<file path="src/rtl/core/mmsp_pkg.sv">
// package for the multi-motor speed regulator: widths, reset values,
// register map, state encoding and the per-motor entry layout
// no dependencies
package mmsp_pkg;

    // motor count default and field widths
    localparam int MOTOR_COUNT_DEF = 4;
    localparam int CAP_W           = 16;
    localparam int MIDX_IN_W       = 2;
    localparam int SPEED_W         = 12;
    localparam int DRIVE_W         = 11;
    localparam int TARGET_W        = 12;
    localparam int GAIN_W          = 8;
    localparam int LIM_W           = 10;
    localparam int ERR_W           = 13;
    localparam int PREV_W          = 14;
    localparam int INTEG_W         = 16;
    localparam int DIFF_W          = 15;
    localparam int PROD_W          = 24;
    localparam int DRV_SUM_W       = 26;

    // speed = SPEED_NUM / (period * PERIOD_SCALE); the nested floor lets the
    // scale fold into the numerator, so only a small quotient is iterated
    localparam int SPEED_NUM      = 2000000;
    localparam int PERIOD_SCALE   = 990;
    localparam int SPEED_DIVIDEND = SPEED_NUM / PERIOD_SCALE;
    localparam int DVD_W          = $clog2(SPEED_DIVIDEND + 1);
    localparam int DIV_CNT_W      = $clog2(DVD_W);

    // register reset values
    localparam logic signed [TARGET_W-1:0] TARGET_RST = 12'sd1;
    localparam logic [GAIN_W-1:0]          GAIN_P_RST = 8'd150;
    localparam logic [GAIN_W-1:0]          GAIN_I_RST = 8'd2;
    localparam logic [GAIN_W-1:0]          GAIN_D_RST = 8'd7;
    localparam logic [LIM_W-1:0]           LIM_RST    = 10'd1023;

    // integral saturation bounds
    localparam int INTEG_MAX = 32767;
    localparam int INTEG_MIN = -32768;

    // config port
    localparam int APB_ADDR_W = 5;
    localparam int APB_DATA_W = 32;

    typedef enum logic [2:0] {
        REG_TARGET = 3'd0,
        REG_GAIN_P = 3'd1,
        REG_GAIN_I = 3'd2,
        REG_GAIN_D = 3'd3,
        REG_LIMIT  = 3'd4
    } t_reg_idx;

    // operation codes of an input word
    localparam logic OP_EDGE = 1'b0;
    localparam logic OP_TICK = 1'b1;

    typedef enum logic [3:0] {
        S_IDLE,
        S_READ,
        S_EDGE,
        S_START,
        S_DIV,
        S_ERR,
        S_MULP,
        S_MULI,
        S_MULD,
        S_INT,
        S_SUM,
        S_DONE
    } t_state;

    // one memory row per motor
    typedef struct packed {
        logic [CAP_W-1:0]          last_cap;
        logic [CAP_W-1:0]          period;
        logic                      fwd;
        logic signed [INTEG_W-1:0] integ;
        logic signed [PREV_W-1:0]  prev_err;
    } t_entry;

endpackage

</file>
<file path="src/rtl/core/mmsp_if.sv">
// valid/ready channel interfaces for input words and result words
// depends on mmsp_pkg for field widths
interface mmsp_in_if;
    logic                             valid;
    logic                             ready;
    logic                             operation;
    logic [mmsp_pkg::MIDX_IN_W-1:0]   motor_index;
    logic [mmsp_pkg::CAP_W-1:0]       capture_value;
    logic                             direction_high;

    modport source (output valid, operation, motor_index, capture_value, direction_high,
                    input ready);
    modport sink   (input valid, operation, motor_index, capture_value, direction_high,
                    output ready);
endinterface

interface mmsp_out_if;
    logic                                  valid;
    logic                                  ready;
    logic [mmsp_pkg::MIDX_IN_W-1:0]        served_motor;
    logic signed [mmsp_pkg::SPEED_W-1:0]   measured_speed;
    logic signed [mmsp_pkg::DRIVE_W-1:0]   drive_value;

    modport source (output valid, served_motor, measured_speed, drive_value, input ready);
    modport sink   (input valid, served_motor, measured_speed, drive_value, output ready);
endinterface

</file>
<file path="src/rtl/core/mmsp_div.sv">
// serial restoring divider: fixed speed numerator over the encoder period,
// one quotient bit per cycle; depends on mmsp_pkg
module mmsp_div (
    input  logic                         i_clk,
    input  logic                         i_rst_n,
    input  logic                         i_start,
    input  logic [mmsp_pkg::CAP_W-1:0]   i_divisor,
    output logic                         o_done,
    output logic [mmsp_pkg::DVD_W-1:0]   o_quot
);
    import mmsp_pkg::*;

    localparam logic [DVD_W-1:0] DIVIDEND = DVD_W'(SPEED_DIVIDEND);

    logic                 r_busy;
    logic                 r_done;
    logic [DIV_CNT_W-1:0] r_cnt;
    logic [CAP_W-1:0]     r_div;
    logic [CAP_W-1:0]     r_rem;
    logic [DVD_W-1:0]     r_dvd;
    logic [DVD_W-1:0]     r_quot;

    logic [CAP_W:0]       w_trial;
    logic                 w_fit;
    logic [CAP_W:0]       w_diff;

    // trial subtract of the shifted remainder
    assign w_trial = {r_rem, r_dvd[DVD_W-1]};
    assign w_fit   = w_trial >= {1'b0, r_div};
    assign w_diff  = w_trial - {1'b0, r_div};

    // control
    always_ff @(posedge i_clk) begin
        if (!i_rst_n) begin
            r_busy <= 1'b0;
            r_done <= 1'b0;
            r_cnt  <= '0;
        end else begin
            r_done <= 1'b0;
            if (i_start) begin
                r_busy <= 1'b1;
                r_cnt  <= '0;
            end else if (r_busy) begin
                r_cnt <= r_cnt + 1'b1;
                if (r_cnt == DIV_CNT_W'(DVD_W - 1)) begin
                    r_busy <= 1'b0;
                    r_done <= 1'b1;
                end
            end
        end
    end

    // datapath, remainder below the divisor whenever the divisor is nonzero
    always_ff @(posedge i_clk) begin
        if (i_start) begin
            r_div  <= i_divisor;
            r_rem  <= '0;
            r_dvd  <= DIVIDEND;
            r_quot <= '0;
        end else if (r_busy) begin
            r_rem  <= w_fit ? w_diff[CAP_W-1:0] : w_trial[CAP_W-1:0];
            r_dvd  <= {r_dvd[DVD_W-2:0], 1'b0};
            r_quot <= {r_quot[DVD_W-2:0], w_fit};
        end
    end

    assign o_done = r_done;
    assign o_quot = r_quot;

endmodule

</file>
<file path="src/rtl/core/multi_motor_speed_pid_top.sv">
// multi-motor speed regulator: edge words update a motor's row, tick words
// run one pid step for the next motor in turn
// an edge word runs idle, read, edge (row written); a tick word runs idle, read, start,
// divide (11 quotient bits, then done), err, mulp, muli, muld, int, sum and done, where
// it waits for a free result register; words are taken only in idle, one at a time
// reset: synchronous active low; rows read as zero until written, registers to defaults
module multi_motor_speed_pid_top #(
    parameter int MOTOR_COUNT = mmsp_pkg::MOTOR_COUNT_DEF
) (
    input  logic                             i_clk,
    input  logic                             i_rst_n,
    mmsp_in_if.sink                          i_item,
    mmsp_out_if.source                       o_result,
    input  logic                             psel,
    input  logic                             penable,
    input  logic                             pwrite,
    input  logic [mmsp_pkg::APB_ADDR_W-1:0]  paddr,
    input  logic [mmsp_pkg::APB_DATA_W-1:0]  pwdata,
    output logic [mmsp_pkg::APB_DATA_W-1:0]  prdata,
    output logic                             pready
);
    import mmsp_pkg::*;

    localparam int MIDX_W = (MOTOR_COUNT > 1) ? $clog2(MOTOR_COUNT) : 1;

    // config registers
    logic signed [TARGET_W-1:0] r_target;
    logic [GAIN_W-1:0]          r_gain_p;
    logic [GAIN_W-1:0]          r_gain_i;
    logic [GAIN_W-1:0]          r_gain_d;
    logic [LIM_W-1:0]           r_lim;
    logic                       w_cfg_wr;

    // control
    t_state                     r_state;
    t_state                     n_state;
    logic                       w_in_acc;
    logic                       w_rd_en;
    logic                       w_mem_we;
    logic                       w_div_start;
    logic                       w_out_load;
    logic                       w_out_free;
    logic                       w_div_done;
    logic [DVD_W-1:0]           w_quot;

    // captured word
    logic                       r_op;
    logic                       r_ok;
    logic [CAP_W-1:0]           r_cap;
    logic                       r_dir;
    logic [MIDX_W-1:0]          r_addr;
    logic [MIDX_W-1:0]          r_ptr;
    logic [MIDX_W-1:0]          w_ptr_next;
    logic [15:0]                w_idx16;
    logic [15:0]                w_addr16;

    // state memory with per-row valid bits
    t_entry                     r_mem [MOTOR_COUNT];
    logic [MOTOR_COUNT-1:0]     r_vld;
    t_entry                     r_rd;
    logic                       r_rd_vld;
    t_entry                     w_ent;
    t_entry                     n_entry;

    // pid datapath
    logic signed [SPEED_W-1:0]   w_speed;
    logic signed [SPEED_W-1:0]   r_speed;
    logic signed [ERR_W-1:0]     r_err;
    logic signed [DIFF_W-1:0]    w_err15;
    logic signed [DIFF_W-1:0]    r_diff;
    logic signed [DIFF_W-1:0]    w_mul_a;
    logic signed [GAIN_W:0]      w_mul_b;
    logic signed [PROD_W-1:0]    w_prod;
    logic signed [PROD_W-1:0]    r_prod_p;
    logic signed [PROD_W-1:0]    r_prod_i;
    logic signed [PROD_W-1:0]    r_prod_d;
    logic signed [PROD_W:0]      w_isum;
    logic signed [INTEG_W-1:0]   r_integ;
    logic signed [DRV_SUM_W-1:0] r_drive;
    logic signed [DRV_SUM_W-1:0] w_lim26;
    logic signed [DRV_SUM_W-1:0] w_clamp;

    // output register
    logic                        r_out_valid;
    logic [MIDX_IN_W-1:0]        r_out_motor;
    logic signed [SPEED_W-1:0]   r_out_speed;
    logic signed [DRIVE_W-1:0]   r_out_drive;

    // ---------------- config port ----------------
    assign pready   = 1'b1;
    assign w_cfg_wr = psel && penable && pwrite && pready;

    // register write decode
    always_ff @(posedge i_clk) begin
        if (!i_rst_n) begin
            r_target <= TARGET_RST;
            r_gain_p <= GAIN_P_RST;
            r_gain_i <= GAIN_I_RST;
            r_gain_d <= GAIN_D_RST;
            r_lim    <= LIM_RST;
        end else if (w_cfg_wr) begin
            unique case (t_reg_idx'(paddr[APB_ADDR_W-1:2]))
                REG_TARGET: r_target <= $signed(pwdata[TARGET_W-1:0]);
                REG_GAIN_P: r_gain_p <= pwdata[GAIN_W-1:0];
                REG_GAIN_I: r_gain_i <= pwdata[GAIN_W-1:0];
                REG_GAIN_D: r_gain_d <= pwdata[GAIN_W-1:0];
                REG_LIMIT:  r_lim    <= pwdata[LIM_W-1:0];
                default: ;
            endcase
        end
    end

    // register read mux
    always_comb begin
        unique case (t_reg_idx'(paddr[APB_ADDR_W-1:2]))
            REG_TARGET: prdata = {{(APB_DATA_W-TARGET_W){r_target[TARGET_W-1]}}, r_target};
            REG_GAIN_P: prdata = {{(APB_DATA_W-GAIN_W){1'b0}}, r_gain_p};
            REG_GAIN_I: prdata = {{(APB_DATA_W-GAIN_W){1'b0}}, r_gain_i};
            REG_GAIN_D: prdata = {{(APB_DATA_W-GAIN_W){1'b0}}, r_gain_d};
            REG_LIMIT:  prdata = {{(APB_DATA_W-LIM_W){1'b0}}, r_lim};
            default:    prdata = '0;
        endcase
    end

    // ---------------- sequencer ----------------
    assign w_in_acc   = i_item.valid && i_item.ready;
    assign w_out_free = !r_out_valid || o_result.ready;

    // next state
    always_comb begin
        n_state = r_state;
        unique case (r_state)
            S_IDLE:  if (w_in_acc) n_state = S_READ;
            S_READ:  n_state = (r_op == OP_TICK) ? S_START : S_EDGE;
            S_EDGE:  n_state = S_IDLE;
            S_START: n_state = S_DIV;
            S_DIV:   if (w_div_done) n_state = S_ERR;
            S_ERR:   n_state = S_MULP;
            S_MULP:  n_state = S_MULI;
            S_MULI:  n_state = S_MULD;
            S_MULD:  n_state = S_INT;
            S_INT:   n_state = S_SUM;
            S_SUM:   n_state = S_DONE;
            S_DONE:  if (w_out_free) n_state = S_IDLE;
            default: n_state = S_IDLE;
        endcase
    end

    // state outputs; the write-back always lands before the next read is
    // issued, so accesses to one row never overlap
    always_comb begin
        i_item.ready = 1'b0;
        w_rd_en      = 1'b0;
        w_mem_we     = 1'b0;
        w_div_start  = 1'b0;
        w_out_load   = 1'b0;
        unique case (r_state)
            S_IDLE:  i_item.ready = 1'b1;
            S_READ:  w_rd_en      = 1'b1;
            S_EDGE:  w_mem_we     = r_ok;
            S_START: w_div_start  = 1'b1;
            S_DONE: begin
                w_mem_we   = w_out_free;
                w_out_load = w_out_free;
            end
            default: ;
        endcase
    end

    always_ff @(posedge i_clk) begin
        if (!i_rst_n) begin
            r_state <= S_IDLE;
        end else begin
            r_state <= n_state;
        end
    end

    // ---------------- word capture and motor pointer ----------------
    assign w_ptr_next = (r_ptr == MIDX_W'(MOTOR_COUNT - 1)) ? '0 : r_ptr + 1'b1;
    assign w_idx16    = 16'(i_item.motor_index);

    always_ff @(posedge i_clk) begin
        if (!i_rst_n) begin
            r_ptr <= '0;
        end else if (w_in_acc && i_item.operation == OP_TICK) begin
            r_ptr <= w_ptr_next;
        end
    end

    always_ff @(posedge i_clk) begin
        if (w_in_acc) begin
            r_op   <= i_item.operation;
            r_cap  <= i_item.capture_value;
            r_dir  <= i_item.direction_high;
            r_ok   <= int'(i_item.motor_index) < MOTOR_COUNT;
            r_addr <= (i_item.operation == OP_TICK) ? w_ptr_next : w_idx16[MIDX_W-1:0];
        end
    end

    // ---------------- state memory ----------------
    always_ff @(posedge i_clk) begin
        if (w_mem_we) begin
            r_mem[r_addr] <= n_entry;
        end
        if (w_rd_en) begin
            r_rd <= r_mem[r_addr];
        end
    end

    always_ff @(posedge i_clk) begin
        if (!i_rst_n) begin
            r_vld    <= '0;
            r_rd_vld <= 1'b0;
        end else begin
            if (w_mem_we) begin
                r_vld[r_addr] <= 1'b1;
            end
            if (w_rd_en) begin
                r_rd_vld <= r_vld[r_addr];
            end
        end
    end

    // a row never written reads as zero
    assign w_ent = r_rd_vld ? r_rd : '0;

    // row update for an edge or for a finished tick
    always_comb begin
        n_entry = w_ent;
        if (r_op == OP_EDGE) begin
            n_entry.fwd      = r_dir;
            n_entry.last_cap = r_cap;
            if (r_cap != w_ent.last_cap) begin
                n_entry.period = r_cap - w_ent.last_cap;
            end
        end else begin
            n_entry.integ    = r_integ;
            n_entry.prev_err = {r_err[ERR_W-1], r_err};
        end
    end

    // ---------------- speed ----------------
    mmsp_div u_div (
        .i_clk     (i_clk),
        .i_rst_n   (i_rst_n),
        .i_start   (w_div_start),
        .i_divisor (w_ent.period),
        .o_done    (w_div_done),
        .o_quot    (w_quot)
    );

    // signed speed, zero period means standstill
    always_comb begin
        if (w_ent.period == '0) begin
            w_speed = '0;
        end else if (w_ent.fwd) begin
            w_speed = $signed({1'b0, w_quot});
        end else begin
            w_speed = -$signed({1'b0, w_quot});
        end
    end

    // ---------------- pid ----------------
    assign w_err15 = {{(DIFF_W-ERR_W){r_err[ERR_W-1]}}, r_err};

    // one shared multiplier, operands picked by step
    always_comb begin
        case (r_state)
            S_MULI:  w_mul_b = $signed({1'b0, r_gain_i});
            S_MULD:  w_mul_b = $signed({1'b0, r_gain_d});
            default: w_mul_b = $signed({1'b0, r_gain_p});
        endcase
        w_mul_a = (r_state == S_MULD) ? r_diff : w_err15;
    end

    assign w_prod = w_mul_a * w_mul_b;
    assign w_isum = {{(PROD_W+1-INTEG_W){w_ent.integ[INTEG_W-1]}}, w_ent.integ}
                  + {r_prod_i[PROD_W-1], r_prod_i};

    always_ff @(posedge i_clk) begin
        case (r_state)
            S_ERR: begin
                r_speed <= w_speed;
                r_err   <= {r_target[TARGET_W-1], r_target} - {w_speed[SPEED_W-1], w_speed};
            end
            S_MULP: begin
                r_prod_p <= w_prod;
                r_diff   <= w_err15 - {w_ent.prev_err[PREV_W-1], w_ent.prev_err};
            end
            S_MULI: r_prod_i <= w_prod;
            S_MULD: r_prod_d <= w_prod;
            S_INT: begin
                // saturate the accumulator to 16 bits
                if (w_isum > (PROD_W+1)'(INTEG_MAX)) begin
                    r_integ <= INTEG_W'(INTEG_MAX);
                end else if (w_isum < (PROD_W+1)'(INTEG_MIN)) begin
                    r_integ <= INTEG_W'(INTEG_MIN);
                end else begin
                    r_integ <= w_isum[INTEG_W-1:0];
                end
            end
            S_SUM: begin
                r_drive <= {{(DRV_SUM_W-PROD_W){r_prod_p[PROD_W-1]}}, r_prod_p}
                         + {{(DRV_SUM_W-PROD_W){r_prod_d[PROD_W-1]}}, r_prod_d}
                         + {{(DRV_SUM_W-INTEG_W){r_integ[INTEG_W-1]}}, r_integ};
            end
            default: ;
        endcase
    end

    // symmetric clamp
    assign w_lim26 = $signed({{(DRV_SUM_W-LIM_W){1'b0}}, r_lim});
    always_comb begin
        if (r_drive > w_lim26) begin
            w_clamp = w_lim26;
        end else if (r_drive < -w_lim26) begin
            w_clamp = -w_lim26;
        end else begin
            w_clamp = r_drive;
        end
    end

    // ---------------- result register ----------------
    assign w_addr16 = 16'(r_addr);

    always_ff @(posedge i_clk) begin
        if (!i_rst_n) begin
            r_out_valid <= 1'b0;
        end else if (w_out_load) begin
            r_out_valid <= 1'b1;
        end else if (o_result.ready) begin
            r_out_valid <= 1'b0;
        end
    end

    always_ff @(posedge i_clk) begin
        if (w_out_load) begin
            r_out_motor <= w_addr16[MIDX_IN_W-1:0];
            r_out_speed <= r_speed;
            r_out_drive <= w_clamp[DRIVE_W-1:0];
        end
    end

    assign o_result.valid          = r_out_valid;
    assign o_result.served_motor   = r_out_motor;
    assign o_result.measured_speed = r_out_speed;
    assign o_result.drive_value    = r_out_drive;

    // ---------------- checks ----------------
    a_div_done_in_div: assert property (@(posedge i_clk) disable iff (!i_rst_n)
        w_div_done |-> r_state == S_DIV)
        else $error("divider finished outside the divide step");

    a_out_from_done: assert property (@(posedge i_clk) disable iff (!i_rst_n)
        $rose(r_out_valid) |-> $past(r_state == S_DONE))
        else $error("result word appeared without a finished tick");

    a_drive_in_limit: assert property (@(posedge i_clk) disable iff (!i_rst_n)
        r_out_valid |-> (r_out_drive <= $signed({1'b0, r_lim}))
                        && (r_out_drive >= -$signed({1'b0, r_lim})))
        else $error("drive word outside the limit");

    a_ptr_range: assert property (@(posedge i_clk) disable iff (!i_rst_n)
        int'(r_ptr) < MOTOR_COUNT)
        else $error("motor pointer out of range");

endmodule

</file>
<file path="src/flat_wrapper.sv">
// flat-port wrapper written by rule: the top's interface ports become plain ports
module multi_motor_speed_pid_top_flat import mmsp_pkg::*;
#(
    parameter int MOTOR_COUNT = mmsp_pkg::MOTOR_COUNT_DEF
)
  (i_clk, i_rst_n, psel, penable, pwrite, paddr, pwdata, prdata, pready, i_item_valid, i_item_operation, i_item_motor_index, i_item_capture_value, i_item_direction_high, i_item_ready, o_result_valid, o_result_served_motor, o_result_measured_speed, o_result_drive_value, o_result_ready);
  mmsp_in_if i_item_i ();
  mmsp_out_if o_result_i ();
  input  logic i_clk;
  input  logic i_rst_n;
  input  logic psel;
  input  logic penable;
  input  logic pwrite;
  input  logic [mmsp_pkg::APB_ADDR_W-1:0] paddr;
  input  logic [mmsp_pkg::APB_DATA_W-1:0] pwdata;
  output logic [mmsp_pkg::APB_DATA_W-1:0] prdata;
  output logic pready;
  input wire logic [$bits(i_item_i.valid)-1:0] i_item_valid;
  input wire logic [$bits(i_item_i.operation)-1:0] i_item_operation;
  input wire logic [$bits(i_item_i.motor_index)-1:0] i_item_motor_index;
  input wire logic [$bits(i_item_i.capture_value)-1:0] i_item_capture_value;
  input wire logic [$bits(i_item_i.direction_high)-1:0] i_item_direction_high;
  output wire logic [$bits(i_item_i.ready)-1:0] i_item_ready;
  output wire logic [$bits(o_result_i.valid)-1:0] o_result_valid;
  output wire logic [$bits(o_result_i.served_motor)-1:0] o_result_served_motor;
  output wire logic [$bits(o_result_i.measured_speed)-1:0] o_result_measured_speed;
  output wire logic [$bits(o_result_i.drive_value)-1:0] o_result_drive_value;
  input wire logic [$bits(o_result_i.ready)-1:0] o_result_ready;
  assign i_item_i.valid = i_item_valid;
  assign i_item_i.operation = i_item_operation;
  assign i_item_i.motor_index = i_item_motor_index;
  assign i_item_i.capture_value = i_item_capture_value;
  assign i_item_i.direction_high = i_item_direction_high;
  assign i_item_ready = i_item_i.ready;
  assign o_result_valid = o_result_i.valid;
  assign o_result_served_motor = o_result_i.served_motor;
  assign o_result_measured_speed = o_result_i.measured_speed;
  assign o_result_drive_value = o_result_i.drive_value;
  assign o_result_i.ready = o_result_ready;
  multi_motor_speed_pid_top #(.MOTOR_COUNT(MOTOR_COUNT)) u_core (.i_clk(i_clk), .i_rst_n(i_rst_n), .i_item(i_item_i), .o_result(o_result_i), .psel(psel), .penable(penable), .pwrite(pwrite), .paddr(paddr), .pwdata(pwdata), .prdata(prdata), .pready(pready));
endmodule
</file>
<file path="config.mk">
export PLATFORM = sky130hd
export DESIGN_NAME = multi_motor_speed_pid_top_flat
export DESIGN_NICKNAME = d
export VERILOG_FILES = /design/src/rtl/core/mmsp_pkg.sv /design/src/rtl/core/mmsp_if.sv /design/src/rtl/core/mmsp_div.sv /design/src/rtl/core/multi_motor_speed_pid_top.sv /design/src/flat_wrapper.sv
export SDC_FILE = /design/constraint.sdc
export NUM_CORES = 1
export LEC_CHECK = 0
export ABC_AREA = 1
export CAP_MARGIN = 10
export CORE_MARGIN = 2
export CORE_UTILIZATION = 40
export CTS_BUF_LIST = sky130_fd_sc_hd__clkbuf_4
export CTS_CLUSTER_DIAMETER = 60
export CTS_CLUSTER_SIZE = 8
export DETAILED_ROUTE_END_ITERATION = 8
export DONT_BUFFER_PORTS = 1
export GPL_ROUTABILITY_DRIVEN = 0
export SLEW_MARGIN = 20
export SYNTH_ARGS = -nofsm -noshare
export SYNTH_HDL_FRONTEND = slang
export SYNTH_SLANG_ARGS = --single-unit
</file>
<file path="constraint.sdc">
create_clock -name i_clk -period 21.5 [get_ports i_clk]
set_input_delay 3.225 -clock i_clk [delete_from_list [all_inputs] [get_ports i_clk]]
set_output_delay 3.225 -clock i_clk [all_outputs]
set_load 0.02 [all_outputs]
</file>
==> impl_results.md, run 1 <==
* Peak Freq at 0.125 GHz
* Port-buffer cells at 0
* Final ANT Viol Nets at 0
* CTS sink cnt at 630
* Top_reg_cell synth: edfxtp_1
* Setup TNS at 0 ns
* Share of layout cells above drive strength 1 at 0.0690
* P per Cell Area at 99.3 nW/µm²
* Vias in the first global route at 25,100
* Fin nets at 4,191
* Total Routing Usage GR at 0.188
* H-Tree Depth at 3
* CP Class: in -> out
* Die area at 92,500 µm²
* Crit Path Max Fanout at 12
* Die outline height at 304 µm
* Total wire length at 86,700 µm
* Critical path data required time at 18.27 ns
* Clk root buf: clkbuf_4
* Post-synthesis sequential area ratio at 0.497
* Slew @ Worst Pin at 1.18 ns
* Most frequent cells in the layout: 836 x nand2_1, 547 x inv_1, 530 x edfxtp_1
* Fin crit period at 7.99 ns
* Via count at 25,800
* Core ar. at 89,600 µm²
* DR WL/cell at 17.3 µm
* Syn_area_per_cell at 9.52 µm²
* Starting DRT DRC Count at 1,816
* # Max-Cap Violations at 0
* Unique masters post-synth at 54
* First-pass GRT wire length at 138,000 µm
* Synth async-reset ratio at 0
* Most common cell after layout, fill and taps aside: nand2_1
* CP peak stage delay at 0.92 ns
* PostCTS Resize Cnt at 0
* Chip width at 304 µm
* CP startpoint kind: input pin
* Final Setup Violations at 0
* Dpl cells at 4,887
* Total gr overflow at 0
* Unrepaired setup endpoints after global routing: false
* Initial antenna violation count at 2
* Final Cycle Share at 0.372
* Hold path depth at 0
* Syn-to-layout area delta at 6.33%
* Rel. slew slack at 0.214
* Maximum VDD drop at 57.2 µV
* Reg2Reg Depth at 23
* Hold-fix buffer count after cts at 0
* Hold Startpoint: u_core.r_speed[6]
* Top-level I/O count at 124
* TritonCTS clock tree: yes
* Worst Skew at 0.104 ns
* Row count at 110
* YS warnings at 0
* Setup ws final at 13.51 ns
* Final Non-Filler Cells at 5,022
* Hold path endpoint: u_core.o_result.measured_speed[6]
* Synthesized instance count at 3,786
* Crit. End Element: output pin
* Post-CTS Setup Inserts at 0
* Hold Vio Cnt, Final at 0
* Largest net degree at the start of global routing at 66
* Reg2Reg Capture Point: u_core.r_prod_d[21]
* Arr. time, crit path at 4.77 ns
* Worst R2R Setup Slack at 14.02 ns
* Final Max Slew Viols at 0
* First-pass iteration count of the detailed router at 5
* Worst min-delay path class: reg -> reg
* Status: finished clean
* Leak Pwr at 16.4 nW
* Drt via density at 5.13
* CTS buffer count at 91
* R2r startpoint: u_core.r_state[3]
* Residual DRC at 0
* Post-DP HPWL at 60,600 µm
* Critical-path top delay cell: nor2_4
* Initial Util at 0.402
* Cell area after synthesis at 36,000 µm²
* Synth Net Count at 4,172
* Worst skew pair latency at 0.93 ns
* Clk buf depth at 3
* EDFF count, synth at 530
* Critical-path cell list: nor2_1 -> nand2_1 -> nor2_4 -> buf_16
* Clock transition at path regs at 0.09 ns
* Yosys reg bits at 630
* Worst slack, placed at 13.50 ns
==> kinds of logic (layout without fill, tap and decap cells) <==
logic type,count (synthesis),count (layout),share of synthesized area
simple gates,1388,1388,0.160
buf+inv,675,732,0.0738
compound gates,642,642,0.104
flops,630,630,0.497
fa+ha+maj,322,322,0.133
xor+xnor,128,128,0.0311
other cells,1,4,0.000104
==> synthesized netlist by cell type (all sizes together) (5+ instances only) <==
| master | number | area share |
|---|---|---|
| a211oi | 5 | 0.0010 |
| a21boi | 5 | 0.0010 |
| a21o | 11 | 0.0023 |
| a21oi | 216 | 0.030 |
| a221oi | 8 | 0.0019 |
| a22oi | 105 | 0.022 |
| a31oi | 14 | 0.0024 |
| buf | 41 | 0.0077 |
| clkbuf | 62 | 0.0065 |
| clkinv | 8 | 0.00083 |
| dfxtp | 100 | 0.056 |
| edfxtp | 530 | 0.44 |
| fa | 103 | 0.057 |
| ha | 219 | 0.076 |
| inv | 564 | 0.059 |
| nand2 | 871 | 0.093 |
| nand3 | 150 | 0.021 |
| nand3b | 5 | 0.0014 |
| nand4 | 33 | 0.0059 |
| nor2 | 286 | 0.032 |
| nor3 | 25 | 0.0035 |
| nor4 | 8 | 0.0016 |
| o211ai | 14 | 0.0029 |
| o21ai | 218 | 0.031 |
| o21bai | 14 | 0.0029 |
| o22ai | 18 | 0.0031 |
| or2 | 7 | 0.0012 |
| xnor2 | 41 | 0.010 |
| xor2 | 87 | 0.021 |
==> worst max-delay path by stage <==
stage / from / end / slack [ns] / cells after the start
after floorplan: o_result_ready / u_core.r_mem[1][0] / 11.96 / 6
after global placement: paddr[3] / prdata[19] / 13.50 / 4
after detailed placement: paddr[3] / prdata[19] / 13.50 / 4
after CTS: paddr[3] / prdata[19] / 13.50 / 4
after global routing: paddr[3] / prdata[12] / 13.40 / 4
final: paddr[3] / prdata[19] / 13.51 / 4
==> per-stage QoR <==
| stage | power [mW] | utilization | hold WS (ns) | instance area, µm² |
|---|---|---|---|---|
| 6_report | 3.80 | 0.428 | 0.418 | 38300 |
| 5_1_grt | 4.09 | 0.428 | 0.433 | 38300 |
| 2_1_floorplan | 2.74 | - | 0.400 | 36000 |
| 3_5_place_dp | 3.14 | 0.416 | 0.405 | 37300 |
| 4_1_cts | 3.83 | 0.427 | 0.419 | 38300 |
| 3_3_place_gp | 3.13 | 0.416 | 0.403 | 37300 |
==> layout make-up <==
type | count | area [µm²]
diodes | 3 | 7.51
clock buffers | 118 | 886
clock inverters | 13 | 88.8
inverters | 572 | 2150
well taps | 1176 | 1470
repair buffers | 29 | 250
fillers | 8653 | 51300
multi-input cells | 2481 | 15500
flip-flops and latches | 630 | 17900
==> flip-flops by register name, indices dropped and copies added (netlist names), 9 cells and up <==
signal                          cells
u_core.r_prod_i                    24
u_core.r_target                    12
u_core.r_err                       13
u_core.r_diff                      15
u_core.r_integ                     16
u_core.r_drive                     26
u_core.r_lim                       10
u_core.u_div.o_quot                11
u_core.u_div.r_dvd                  9
u_core.u_div.r_div                 16
u_core.r_prod_d                    24
u_core.r_cap                       16
u_core.r_mem                      252
u_core.o_result.drive_value        11
u_core.r_rd                        63
u_core.r_speed                     12
u_core.r_prod_p                    24
u_core.o_result.measured_speed     12
u_core.u_div.r_rem                 16
==> routing by layer <==
metal  track usage  routed length (µm)  part of all wire  vias up
met3        0.0260                4930             0.057      147
met4        0.0662                2650             0.031        0
li1              -                   -                 -    12700
met1         0.262               40000              0.46    12200
met5             0                   0                 0        -
met2         0.300               39100              0.45      693
==> critical path, delay by kind of cell <==
| family | cells | cell delay (ns) |
|---|---|---|
| AND/OR/NAND/NOR | 3 | 1.18 |
| buffers and inverters | 1 | 0.35 |
==> power breakdown <==
group / total, mW / switching [mW] / internal, mW / leakage, nW
Combinational: 1.46 / 1.00 / 0.460 / 10.2
Sequential: 1.67 / 0.0611 / 1.61 / 5.67
Clock: 0.673 / 0.419 / 0.254 / 0.579
Total: 3.80 / 1.48 / 2.32 / 16.4
No activity file was read; power rests on OpenSTA's default activity.
==> run 2, diff against run 1 <==
clock period = 7.2 ns   (was 21.5 ns; I/O delays follow)
==> run 2 against run 1 <==
Clock-buffer cell count grew 5. Final area grew 0.29%. Clock skew grew 0.027 ns. Wire length grew 0.26%. Critical endpoint is now u_core.r_prod_p[21]. Largest power group unchanged.
==> impl_results.md, run 2 (synthesis gave the netlist of run 1 again) <==
* CTS buffer count at 91 (unchanged)
* Cell mode on critical path: inv_1
* Worst min-delay path class: in -> reg (was reg -> reg)
* CP Class: reg -> reg (was in -> out)
* Die outline height at 304 µm (unchanged)
* Peak Freq at 0.154 GHz
* Critical-path cell list: inv_1 -> nor2_1 -> inv_1 -> nor2_4 -> inv_2 -> o21ai_0 -> inv_1 -> nor2_1 -> ha_1 -> fa_1 -> fa_1 -> inv_1 -> fa_1 -> inv_1 -> ha_1 -> a21oi_1 -> o21ai_0 -> nand2_1 -> nand4_1 -> a21oi_1 -> nor2_1 -> nor2_1 -> xor2_1 (was nor2_1 -> nand2_1 -> nor2_4 -> buf_16)
* Core ar. at 89,600 µm² (unchanged)
* Setup ws final at 0.702 ns (was 13.51 ns)
* TritonCTS clock tree: yes (unchanged)
* Setup TNS at 0 ns (unchanged)
* Starting DRT DRC Count at 1,774 (was 1,816)
* Residual DRC at 0 (unchanged)
* Final ANT Viol Nets at 0 (unchanged)
* Clk root buf: clkbuf_4 (unchanged)
* Row count at 110 (unchanged)
* Top-level I/O count at 124 (unchanged)
* Clock transition at path regs at 0.11 ns (was 0.09 ns)
* Crit. End Element: flip-flop (was output pin)
* Post-CTS Setup Inserts at 0 (unchanged)
* Initial Util at 0.402 (unchanged)
* Rel. slew slack at 0.212 (was 0.214)
* Worst skew pair latency at 0.93 ns (about the same)
* Most frequent cells in the layout: 836 x nand2_1, 547 x inv_1, 530 x edfxtp_1 (unchanged)
* CP peak stage delay at 0.77 ns (was 0.92 ns)
* Critical-path top delay cell: o21ai_0 (was nor2_4)
* Largest registers: u_core.r_mem (252), u_core.r_rd (63), u_core.r_drive (26) (unchanged)
* Die area at 92,500 µm² (unchanged)
* Unrepaired setup endpoints after global routing: false (unchanged)
* CP startpoint kind: flip-flop (was input pin)
* Fin crit period at 6.50 ns
* H-Tree Depth at 3 (unchanged)
* # Max-Cap Violations at 0 (unchanged)
* Final Cycle Share at 0.903
* Maximum VDD drop at 178 µV (was 57.2 µV)
* Fin nets at 4,200 (was 4,191)
* Share of layout cells above drive strength 1 at 0.0718 (was 0.0690)
* Critical path's top delay family: adder cells (was simple AND/OR/NAND/NOR gates)
* Via count at 25,700 (was 25,800)
* First-pass iteration count of the detailed router at 5 (unchanged)
* Top reg by flops: u_core.r_mem (unchanged)
* P per Cell Area at 297 nW/µm² (was 99.3 nW/µm²)
* Tot Pwr at 11.4 mW (was 3.80 mW)
* Final Max Slew Viols at 0 (unchanged)
* Worst Skew at 0.132 ns (was 0.104 ns)
* Leak Pwr at 16.5 nW (was 16.4 nW)
* Status: finished clean (unchanged)
* Drt via density at 5.10 (was 5.13)
* Critical path data required time at 7.76 ns (was 18.27 ns)
* Worst hold slack at 0.263 ns (was 0.418 ns)
* Syn-to-layout area delta at 6.63% (was 6.33%)
* Most common cell after layout, fill and taps aside: nand2_1 (unchanged)
* Total Routing Usage GR at 0.188 (about the same)
* Final Setup Violations at 0 (unchanged)
* CTS sink cnt at 630 (unchanged)
* First-pass GRT wire length at 138,000 µm (about the same)
* Hold-fix buffer count after cts at 0 (unchanged)
* Port-buffer cells at 0 (unchanged)
* Vias in the first global route at 24,900 (was 25,100)
* Initial antenna violation count at 3 (was 2)
* Total gr overflow at 0 (unchanged)
* Crit Path Max Fanout at 35 (was 12)
* Total wire length at 86,900 µm (was 86,700 µm)
* PostCTS Resize Cnt at 0 (unchanged)
* Hold Vio Cnt, Final at 0 (unchanged)
* Post-DP HPWL at 61,500 µm (was 60,600 µm)
* Clk buf depth at 3 (unchanged)
* Slew @ Worst Pin at 1.18 ns (about the same)
* Chip width at 304 µm (unchanged)
* Worst slack, placed at 0.924 ns (was 13.50 ns)
* Max FFs per register at 252 (unchanged)
* DR WL/cell at 17.3 µm (about the same)
* Buffers & Inverters on Critical Path at 6 (was 1)
* Arr. time, crit path at 7.06 ns (was 4.77 ns)
* Largest net degree at the start of global routing at 66 (unchanged)
==> run 2: changes by cell type in the layout (fill, tap and decap cells not counted), sizes merged <==
cell / change
buf: +9
bufinv: +1
clkbuf: +5
clkinv: +2
clkinvlp: -1
diode: -1
inv: -3
==> run 2: worst paths after layout <==
kind | start | end | slack [ns] | cells past startpoint
worst max-delay path | u_core.r_state[3] | u_core.r_prod_p[21] | 0.70 | 23
worst min-delay path | i_item_capture_value[2] | u_core.r_cap[2] | 0.26 | 0
worst max register to register | u_core.r_state[3] | u_core.r_prod_p[21] | 0.70 | 23
worst min register to register | u_core.r_speed[5] | u_core.o_result.measured_speed[5] | 0.42 | 0
==> run 2: per-stage QoR <==
step                       util  cells  instance area (µm²)
final                     0.429   5034                38400
after global routing      0.429   5034                38400
after CTS                 0.429   5032                38400
after detailed placement  0.417   4897                37400
after global placement    0.417   4897                37400
after floorplan               -   3786                36000
==> run 2: report_power, final <==
part           switching [mW]  total (mW)  leakage (nW)  internal (mW)
Combinational            2.98        4.36          10.2           1.38
Sequential              0.191        4.99          5.67           4.80
Clock                    1.23        2.05         0.611          0.822
Total                    4.41        11.4          16.5           7.00
==> run 2: final cells by class <==
cell class / instances / area (µm²)
well taps: 1176 / 1470
clock buffers: 123 / 923
fillers: 8655 / 51200
multi-input cells: 2481 / 15500
diodes: 2 / 5.00
repair buffers: 38 / 305
inverters: 572 / 2150
flip-flops and latches: 630 / 17900
clock inverters: 12 / 113
==> run 2: layer usage <==
layer	track usage	wire length (µm)
met4	0.0565	1990
met2	0.301	39600
met1	0.265	41000
met3	0.0245	4380
met5	0	0
==> run 2: worst register-to-register path, delay by kind of cell (launching register included) <==
family                   cells  cell delay [ns]
adder cells (fa/ha/maj)      5             2.23
AO/OA/AOI/OAI                4             1.36
AND/OR/NAND/NOR              7             0.89
buffers and inverters        6             0.88
XOR/XNOR                     1             0.41
flip-flops                   1             0.37
